[config.mk]
export PLATFORM = sky130hd
export DESIGN_NAME = two_button_press_mode_controller_core
export DESIGN_NICKNAME = d
export VERILOG_FILES = /design/src/tbpm_pkg.sv /design/src/two_button_press_mode_controller_core.sv /design/src/tbpm_button.sv /design/src/tbpm_mode_ctrl.sv
export SDC_FILE = /design/constraint.sdc
export NUM_CORES = 1
export LEC_CHECK = 0
export BUFFER_PORTS_ARGS = -buffer_cell sky130_fd_sc_hd__buf_2
export CORE_MARGIN = 1.5
export CORE_UTILIZATION = 45
export DETAILED_ROUTE_END_ITERATION = 12
export PLACE_DENSITY_LB_ADDON = 0.15
export SYNTH_ARGS = -nofsm -noshare
export SYNTH_HDL_FRONTEND = slang
export SYNTH_SLANG_ARGS = --single-unit
[constraint.sdc]
create_clock -name clk -period 6.01 [get_ports clk]
set_clock_uncertainty 0.15 [all_clocks]
set_input_delay 1.202 -clock clk [delete_from_list [all_inputs] [get_ports clk]]
set_output_delay 1.202 -clock clk [all_outputs]
set_load 0.02 [all_outputs]
[src/tbpm_pkg.sv]
// ============================================================================
// tbpm_pkg
// Shared types and constants for the two-button press mode controller.
// ============================================================================
`timescale 1ns / 1ps
`default_nettype none

package tbpm_pkg;

    localparam int unsigned TIME_W   = 32;
    localparam int unsigned THRESH_W = 16;
    localparam int unsigned MODE_W   = 2;

    localparam logic [THRESH_W-1:0] THRESH_RESET = 16'd1000;

    // Slave tdata: now_ms, mode level, clear level, padded to whole bytes.
    localparam int unsigned IN_BITS   = TIME_W + 2;
    localparam int unsigned IN_DATA_W = ((IN_BITS + 7) / 8) * 8;

    // Master tdata: mode, counter clear, mode short, mode long, clear short.
    localparam int unsigned OUT_BITS   = MODE_W + 4;
    localparam int unsigned OUT_DATA_W = ((OUT_BITS + 7) / 8) * 8;

    typedef enum logic [MODE_W-1:0] {
        MODE_OFF    = 2'd0,
        MODE_HAND   = 2'd1,
        MODE_TARGET = 2'd2
    } mode_t;

    typedef struct packed {
        logic tap;
        logic hold;
    } btn_event_t;

endpackage : tbpm_pkg

`default_nettype wire

[src/two_button_press_mode_controller_core.sv]
// ============================================================================
// two_button_press_mode_controller_core
// Two-button short/long press detector driving a mode and a counter clear.
// ============================================================================
// Each input beat carries one button sample with a millisecond timestamp and
// yields exactly one output beat. A sample is registered on entry, classified
// by short logic and written to the output register once it is free, so a
// beat can be taken every clock while the master keeps up; the output register
// decouples the two sides, and a stalled master only holds the input once both
// registers are full. The threshold register resets to 1000 ms; the user writes
// it via cfg_wr_en/cfg_wr_data while no beat is in flight; this is not enforced.
`timescale 1ns / 1ps
`default_nettype none

module two_button_press_mode_controller_core (
    input  wire logic                               clk,
    input  wire logic                               rst_n,
    input  wire logic                               cfg_wr_en,
    input  wire logic [tbpm_pkg::THRESH_W-1:0]      cfg_wr_data,
    input  wire logic                               s_axis_tvalid,
    output logic                                    s_axis_tready,
    // [31:0] now_ms, [32] mode_button_level, [33] clear_button_level
    input  wire logic [tbpm_pkg::IN_DATA_W-1:0]     s_axis_tdata,
    output logic                                    m_axis_tvalid,
    input  wire logic                               m_axis_tready,
    // [1:0] encoder_mode, [2] counter_clear, [3] mode_short_event,
    // [4] mode_long_event, [5] clear_short_event
    output logic [tbpm_pkg::OUT_DATA_W-1:0]         m_axis_tdata
);
    import tbpm_pkg::*;

    logic [THRESH_W-1:0] threshold_reg;

    logic                in_valid_reg;
    logic [TIME_W-1:0]   now_reg;
    logic                mode_level_reg;
    logic                clear_level_reg;

    logic                out_valid_reg;
    logic [OUT_BITS-1:0] out_data_reg, out_data_next;

    logic                out_free;
    logic                step;
    btn_event_t          mode_ev;
    btn_event_t          clear_ev;
    mode_t               mode_after;

    assign out_free      = !out_valid_reg || m_axis_tready;
    assign step          = in_valid_reg && out_free;
    assign s_axis_tready = !in_valid_reg || out_free;

    always_ff @(posedge clk or negedge rst_n)
    begin
        if (!rst_n)
        begin
            threshold_reg <= THRESH_RESET;
        end
        else if (cfg_wr_en)
        begin
            threshold_reg <= cfg_wr_data;
        end
    end

    always_ff @(posedge clk or negedge rst_n)
    begin
        if (!rst_n)
        begin
            in_valid_reg <= 1'b0;
        end
        else if (s_axis_tready)
        begin
            in_valid_reg <= s_axis_tvalid;
        end
    end

    always_ff @(posedge clk)
    begin
        if (s_axis_tready && s_axis_tvalid)
        begin
            now_reg         <= s_axis_tdata[TIME_W-1:0];
            mode_level_reg  <= s_axis_tdata[TIME_W];
            clear_level_reg <= s_axis_tdata[TIME_W+1];
        end
    end

    tbpm_button u_mode_button (
        .clk       (clk),
        .rst_n     (rst_n),
        .step      (step),
        .level     (mode_level_reg),
        .now_ms    (now_reg),
        .threshold (threshold_reg),
        .events    (mode_ev)
    );

    tbpm_button u_clear_button (
        .clk       (clk),
        .rst_n     (rst_n),
        .step      (step),
        .level     (clear_level_reg),
        .now_ms    (now_reg),
        .threshold (threshold_reg),
        .events    (clear_ev)
    );

    tbpm_mode_ctrl u_mode_ctrl (
        .clk        (clk),
        .rst_n      (rst_n),
        .step       (step),
        .events     (mode_ev),
        .mode_after (mode_after)
    );

    assign out_data_next = {clear_ev.tap, mode_ev.hold,
                            mode_ev.tap, clear_ev.hold, mode_after};

    always_ff @(posedge clk or negedge rst_n)
    begin
        if (!rst_n)
        begin
            out_valid_reg <= 1'b0;
        end
        else if (out_free)
        begin
            out_valid_reg <= in_valid_reg;
        end
    end

    always_ff @(posedge clk)
    begin
        if (step)
        begin
            out_data_reg <= out_data_next;
        end
    end

    assign m_axis_tvalid = out_valid_reg;
    assign m_axis_tdata  = {{(OUT_DATA_W-OUT_BITS){1'b0}}, out_data_reg};

`ifndef SYNTH
    // A clear button sample gives a long press or a short press, never both.
    a_clear_events_exclusive : assert property (@(posedge clk) disable iff (!rst_n)
        m_axis_tvalid |-> !(m_axis_tdata[2] && m_axis_tdata[5]))
        else $error("clear button reported short and long press together");

    // A mode short press always lands in off or target.
    a_short_not_hand : assert property (@(posedge clk) disable iff (!rst_n)
        (m_axis_tvalid && m_axis_tdata[3]) |-> (m_axis_tdata[1:0] != MODE_HAND))
        else $error("mode short press left mode in hand");

    // A mode long press always lands in off or hand.
    a_long_not_target : assert property (@(posedge clk) disable iff (!rst_n)
        (m_axis_tvalid && m_axis_tdata[4]) |-> (m_axis_tdata[1:0] != MODE_TARGET))
        else $error("mode long press left mode in target");

    // The unused mode code is never reachable from reset.
    a_mode_legal : assert property (@(posedge clk) disable iff (!rst_n)
        m_axis_tvalid |-> (m_axis_tdata[1:0] != 2'd3))
        else $error("mode took the unused code");
`endif

endmodule : two_button_press_mode_controller_core

`default_nettype wire

[src/tbpm_button.sv]
// ============================================================================
// tbpm_button
// Short/long press classifier for one active-low button.
// ============================================================================
`timescale 1ns / 1ps
`default_nettype none

module tbpm_button (
    input  wire logic                           clk,
    input  wire logic                           rst_n,
    input  wire logic                           step,
    input  wire logic                           level,
    input  wire logic [tbpm_pkg::TIME_W-1:0]    now_ms,
    input  wire logic [tbpm_pkg::THRESH_W-1:0]  threshold,
    output tbpm_pkg::btn_event_t                events
);
    import tbpm_pkg::*;

    logic              prev_level_reg, prev_level_next;
    logic              held_reg, held_next;
    logic [TIME_W-1:0] press_start_reg, press_start_next;

    logic              press;
    logic              release_held;
    logic              held_now;
    logic [TIME_W-1:0] elapsed;
    logic              reached;

    always_comb
    begin
        press            = !level && prev_level_reg;
        held_now         = press ? 1'b1 : held_reg;
        press_start_next = press ? now_ms : press_start_reg;
        // Wraps modulo 2^32, so a timer rollover does not disturb the hold time.
        elapsed          = now_ms - press_start_next;
        reached          = elapsed >= {{(TIME_W-THRESH_W){1'b0}}, threshold};
        release_held     = level && !prev_level_reg && held_reg;

        events.tap  = release_held && !reached;
        events.hold = !level && held_now && reached;

        held_next       = (release_held || events.hold) ? 1'b0 : held_now;
        prev_level_next = level;
    end

    always_ff @(posedge clk or negedge rst_n)
    begin
        if (!rst_n)
        begin
            prev_level_reg  <= 1'b1;
            held_reg        <= 1'b0;
            press_start_reg <= '0;
        end
        else if (step)
        begin
            prev_level_reg  <= prev_level_next;
            held_reg        <= held_next;
            press_start_reg <= press_start_next;
        end
    end

endmodule : tbpm_button

`default_nettype wire

[src/tbpm_mode_ctrl.sv]
// ============================================================================
// tbpm_mode_ctrl
// Three-state mode (off, hand, target) stepped by mode button events.
// ============================================================================
`timescale 1ns / 1ps
`default_nettype none

module tbpm_mode_ctrl (
    input  wire logic                  clk,
    input  wire logic                  rst_n,
    input  wire logic                  step,
    input  wire tbpm_pkg::btn_event_t  events,
    output tbpm_pkg::mode_t            mode_after
);
    import tbpm_pkg::*;

    mode_t state_reg, state_next;

    // Short and long presses cannot arrive in the same sample.
    always_comb
    begin
        state_next = state_reg;
        if (events.hold)
        begin
            unique case (state_reg)
                MODE_OFF:    state_next = MODE_HAND;
                MODE_HAND:   state_next = MODE_OFF;
                MODE_TARGET: state_next = MODE_HAND;
                default:     state_next = state_reg;
            endcase
        end
        else if (events.tap)
        begin
            unique case (state_reg)
                MODE_OFF:    state_next = MODE_TARGET;
                MODE_HAND:   state_next = MODE_OFF;
                MODE_TARGET: state_next = MODE_OFF;
                default:     state_next = state_reg;
            endcase
        end
    end

    always_comb
    begin
        mode_after = state_next;
    end

    always_ff @(posedge clk or negedge rst_n)
    begin
        if (!rst_n)
        begin
            state_reg <= MODE_OFF;
        end
        else if (step)
        begin
            state_reg <= state_next;
        end
    end

endmodule : tbpm_mode_ctrl

`default_nettype wire

# Word level (Yosys, flattened, before mapping)
# Cells that the tools add are included.
# classes
reduce_logical	29
add_sub_neg	2
magnitude_cmp	2
mux	10
eq_ne	2
# ops
cell	count
>= comparator 32 x 16 -> 1 bit	2
2-to-1 mux 32 bit	2
subtractor 32 bit	2
logical AND 1 bit	14
logical NOT 1 bit	8
case mux 2 bit (2 select lines)	2
logical OR 1 bit	4
2-to-1 mux 1 bit	4
2-to-1 mux 2 bit	2
OR reduction 2 bit	2
equality test 2 x 1 -> 1 bit (second input constant)	1
equality test 2 bit (second input constant)	1
logical NOT 2 bit	1
# word_totals
ff_bits	128
out_inout_bits	10

# Depth between registers and ports, before layout
# depth
word_depth	9
mapped_depth	27

# Cells and area by module
# A second synthesis with hierarchy kept.
# unflattened
cells_unflattened	1208
hier_area_um2	10741.6
# modules_own_cells
mod	cells_each	area_per_inst_um2	n_inst
tbpm_button (u_mode_button)	560	4346.7	1
tbpm_button (u_clear_button)	543	4232.8	1
two_button_press_mode_controller_core	85	1965.6	1
tbpm_mode_ctrl	20	196.4	1

# Least setup slack after synthesis
# Ideal clock, no wire load.
# synth_path
kind	flip-flop to flip-flop
start	register clear_level_reg
end	register out_data_reg[5], data pin
path_stages_with_launch	26
required_ns	5.684
arrival_time_ns	5.107
n_path_buf	3
path_slack_ns	0.577
cell_sequence	edfxtp_1 -> nand2b_1 -> clkbuf_1 -> buf_1 -> clkbuf_1 -> o21ai_0 -> ha_1 -> inv_1 -> ha_1 -> o21ba_2 -> o2bb2a_1 -> o32a_1 -> o211ai_2 -> nand2_1 -> xnor2_1 -> ha_1 -> nor2b_1 -> o21ai_0 -> nand4_1 -> nor4_1 -> nand4_1 -> a2111oi_2 -> nand3_1 -> nor4_1 -> nand4_1 -> nor4_1
# synth_rtl
item	line	source
start, declared	two_button_press_mode_controller_core.sv:37	logic clear_level_reg;
start signal, assigned	two_button_press_mode_controller_core.sv:82	clear_level_reg <= s_axis_tdata[TIME_W+1];
end signal, assigned	two_button_press_mode_controller_core.sv:133	out_data_reg <= out_data_next;
end, declared	two_button_press_mode_controller_core.sv:40	logic [OUT_BITS-1:0] out_data_reg, out_data_next;

==> metrics.md <==
| Metric | Value |
|---|---|
| Largest cells by area after synthesis | `dfrtp_1 (19%), edfxtp_1 (11%), ha_1 (8.8%)` |
| Seq cells post-synth | `128` |
| H-tree levels | `4` |
| Most numerous cell in the Yosys netlist | `nand2_1` |
| Mapped Cells | `1297` |
| Yosys cell types | `89` |
| Pwr Density | `434 nW/um^2` |
| Die Wd | `158 um` |
| Max-cap violations | `0` |
| Ports | `71` |
| Slew of the pin with the lowest slew margin | `0.975 ns` |
| Area leader, netlist | `dfrtp_1` |
| Die height | `158 um` |
| Maximum fanout along the worst path | `7` |
| Total Routing Usage GR | `24.8%` |
| Startpoint types | `register` |
| Final WL | `30200 um` |
| CTS resizes | `0` |
| DRC | `0` |
| Layout area overhead | `10.6%` |
| Largest net degree at the start of global routing | `84` |
| Row cnt | `56` |
| Cts bufs inserted | `17` |
| Primary FF master, synth | `dfrtp_1` |
| Number of hold violations in the final report | `0` |
| Antenna diode count | `0` |
| Post-Place Setup Slack | `0.504 ns` |
| Total gr overflow | `0` |
| Synthesis Warnings | `0` |
| Post-Syn Area | `10800 sq um` |
| Core ar. | `23500 sq um` |
| Seq/Total Area, Yosys | `31.6%` |
| Worst ir drop on vdd | `239 uV` |
| Max-slew violations | `0` |
| Clk buf depth | `2` |
| Hold_buf cts | `0` |
| WL per Instance | `18.3 um` |
| DP HPWL | `23100 um` |
| Setup CP Type | `reg2reg` |
| FFs w/ async S/R, synth | `68.8%` |
| Status | `finished, final reports clean` |
| P_leak | `5.10 nW` |
| Fin util | `50.7%` |
| Nets@finish | `1457` |
| Post-layout min period | `5.63 ns` |
| Port Buf Inserts | `62` |
| Vias in the first global route | `8735` |
| Initial antenna violation count | `0` |
| Yosys top cell area share | `18.5%` |
| CTS tree | `yes` |
| Die area | `24900 sq um` |
| Share of layout cells above drive strength 1 | `11.5%` |
| Detailed Route Iter0 Violations | `652` |
| Drt via density | `5.80` |
| WHS | `0.331 ns` |
| RSZ-0062 raised after global routing | `no` |
| Sink Count | `128` |
| Clock Latency Late Sink | `0.43 ns` |
| Hold crit path type | `reg2reg` |
| Post-CTS Setup Repair Bufs | `0` |
| Setup ws final | `0.378 ns` |
| First-pass GRT wire length | `47500 um` |
| Final ANT Viol Nets | `0` |
| Arrival time worst endpoint | `5.71 ns` |
| Slew headroom | `35.0%` |
| Reg clk slew, reported paths | `0.06 ns` |
| Final setup fails | `0` |
| Synthesized area per cell | `8.33 sq um` |
| Maximum clock frequency | `178 MHz` |
| EDFF count, synth | `40` |
| Vias | `9582` |
| Clk root buf | `clkbuf_16` |
| Initial core utilization | `45.9%` |
| Crit path capture type | `register` |
| Total power | `5.19 mW` |
| Final Cycle Share | `93.7%` |
| Setup TNS | `0 ns` |
| Detailed Routing Iterations Pass 1 | `6` |
| Final RePlAce weighted congestion | `0.890` |
| CP required | `6.09 ns` |
| Filler Cells Inserted | `2285` |
| Commonest cells post-synth | `nand2_1 (162), o21ai_0 (129), nor2_1 (91)` |
## final timing paths
path / from / end / slack (ns) / cells past startpoint
hold reg to reg: u_clear_button.press_start_reg[20]$_DFFE_PN0P_ / u_clear_button.press_start_reg[20]$_DFFE_PN0P_ / 0.33 / 2
min in group asynchronous: rst_n / threshold_reg[1]$_DFFE_PN0P_ / 0.66 / 1
setup reg to reg: clear_level_reg$_DFFE_PP_ / out_data_reg[5]$_DFFE_PP_ / 0.38 / 23
max in group asynchronous: rst_n / u_mode_button.press_start_reg[24]$_DFFE_PN0P_ / 4.00 / 2
setup / recovery: clear_level_reg$_DFFE_PP_ / out_data_reg[5]$_DFFE_PP_ / 0.38 / 23
hold / removal: u_clear_button.press_start_reg[20]$_DFFE_PN0P_ / u_clear_button.press_start_reg[20]$_DFFE_PN0P_ / 0.33 / 2
## report_power, final
part / leakage (nW) / switching [mW] / total [mW] / internal [mW]
clock network: 0.313 / 0.443 / 1.15 / 0.709
logic: 3.31 / 1.67 / 2.78 / 1.10
registers: 1.48 / 0.163 / 1.26 / 1.09
## layout make-up
type	instances	area [sq um]	share of cell area, %
Clock buffer	19	475	3.98
Clock inverter	13	170	1.42
Inverter	59	221	1.85
Multi-Input combinational cell	1043	6890	57.6
Sequential cell	128	3410	28.6
Tap cell	319	399	3.34
Timing Repair Buffer	71	380	3.18
## layer usage
metal | track usage, % | vias up | share of wire (%)
li1 | - | 4799 | -
met1 | 33.8 | 4490 | 47
met2 | 40.3 | 241 | 46
met3 | 3.64 | 52 | 4.4
met4 | 8.41 | 0 | 2.5
met5 | 0 | - | 0
## stage by stage
stage,cells,cell area (sq um)
finish,1652,11900
global route,1652,11900
CTS,1652,11900
detailed placement,1620,11300
global placement,1620,11300
floorplan,1298,10800
## layout by cell type, fill, tap and decap left out, drive strengths merged, types with 16 or more instances in the layout
master  count
a21o       27
a21oi      89
a31oi      18
buf        71
clkbuf     19
dfrtp      80
edfxtp     40
ha         76
inv        62
mux2i      45
nand2     162
nand2b     24
nand3      23
nand4      29
nor2       91
nor2b      24
nor3       22
o211ai     16
o21ai     133
xnor2      34
xor2       16
## critical path: stages, from the launching register on
cell and delay, ns:
edfxtp_1 0.46, nand2b_1 0.19, buf_4 0.16, o21ai_0 0.08, ha_1 0.24, inv_1 0.07
ha_1 0.16, o21ba_2 0.20, o2bb2a_1 0.29, o32a_1 0.24, o211ai_2 0.30, nand2_1 0.11
xnor2_1 0.15, ha_1 0.30, nor2b_1 0.13, o21ai_0 0.34, nand4_1 0.14, nor4_1 0.30
nand4_1 0.16, a2111oi_2 0.36, nand3_1 0.12, nor4_1 0.24, nand4_1 0.20, nor4_1 0.32
## kinds of logic after synthesis
logic type	share of synthesized area [%]
multiplexers	5.21
AND/OR/NAND/NOR	20.0
buffers and inverters	4.81
adder cells (fa/ha/maj)	10.2
XOR/XNOR	4.05
other	0.0347
AO/OA/AOI/OAI	24.1
flip-flops	31.6
Power figures use the tool's default switching activity.
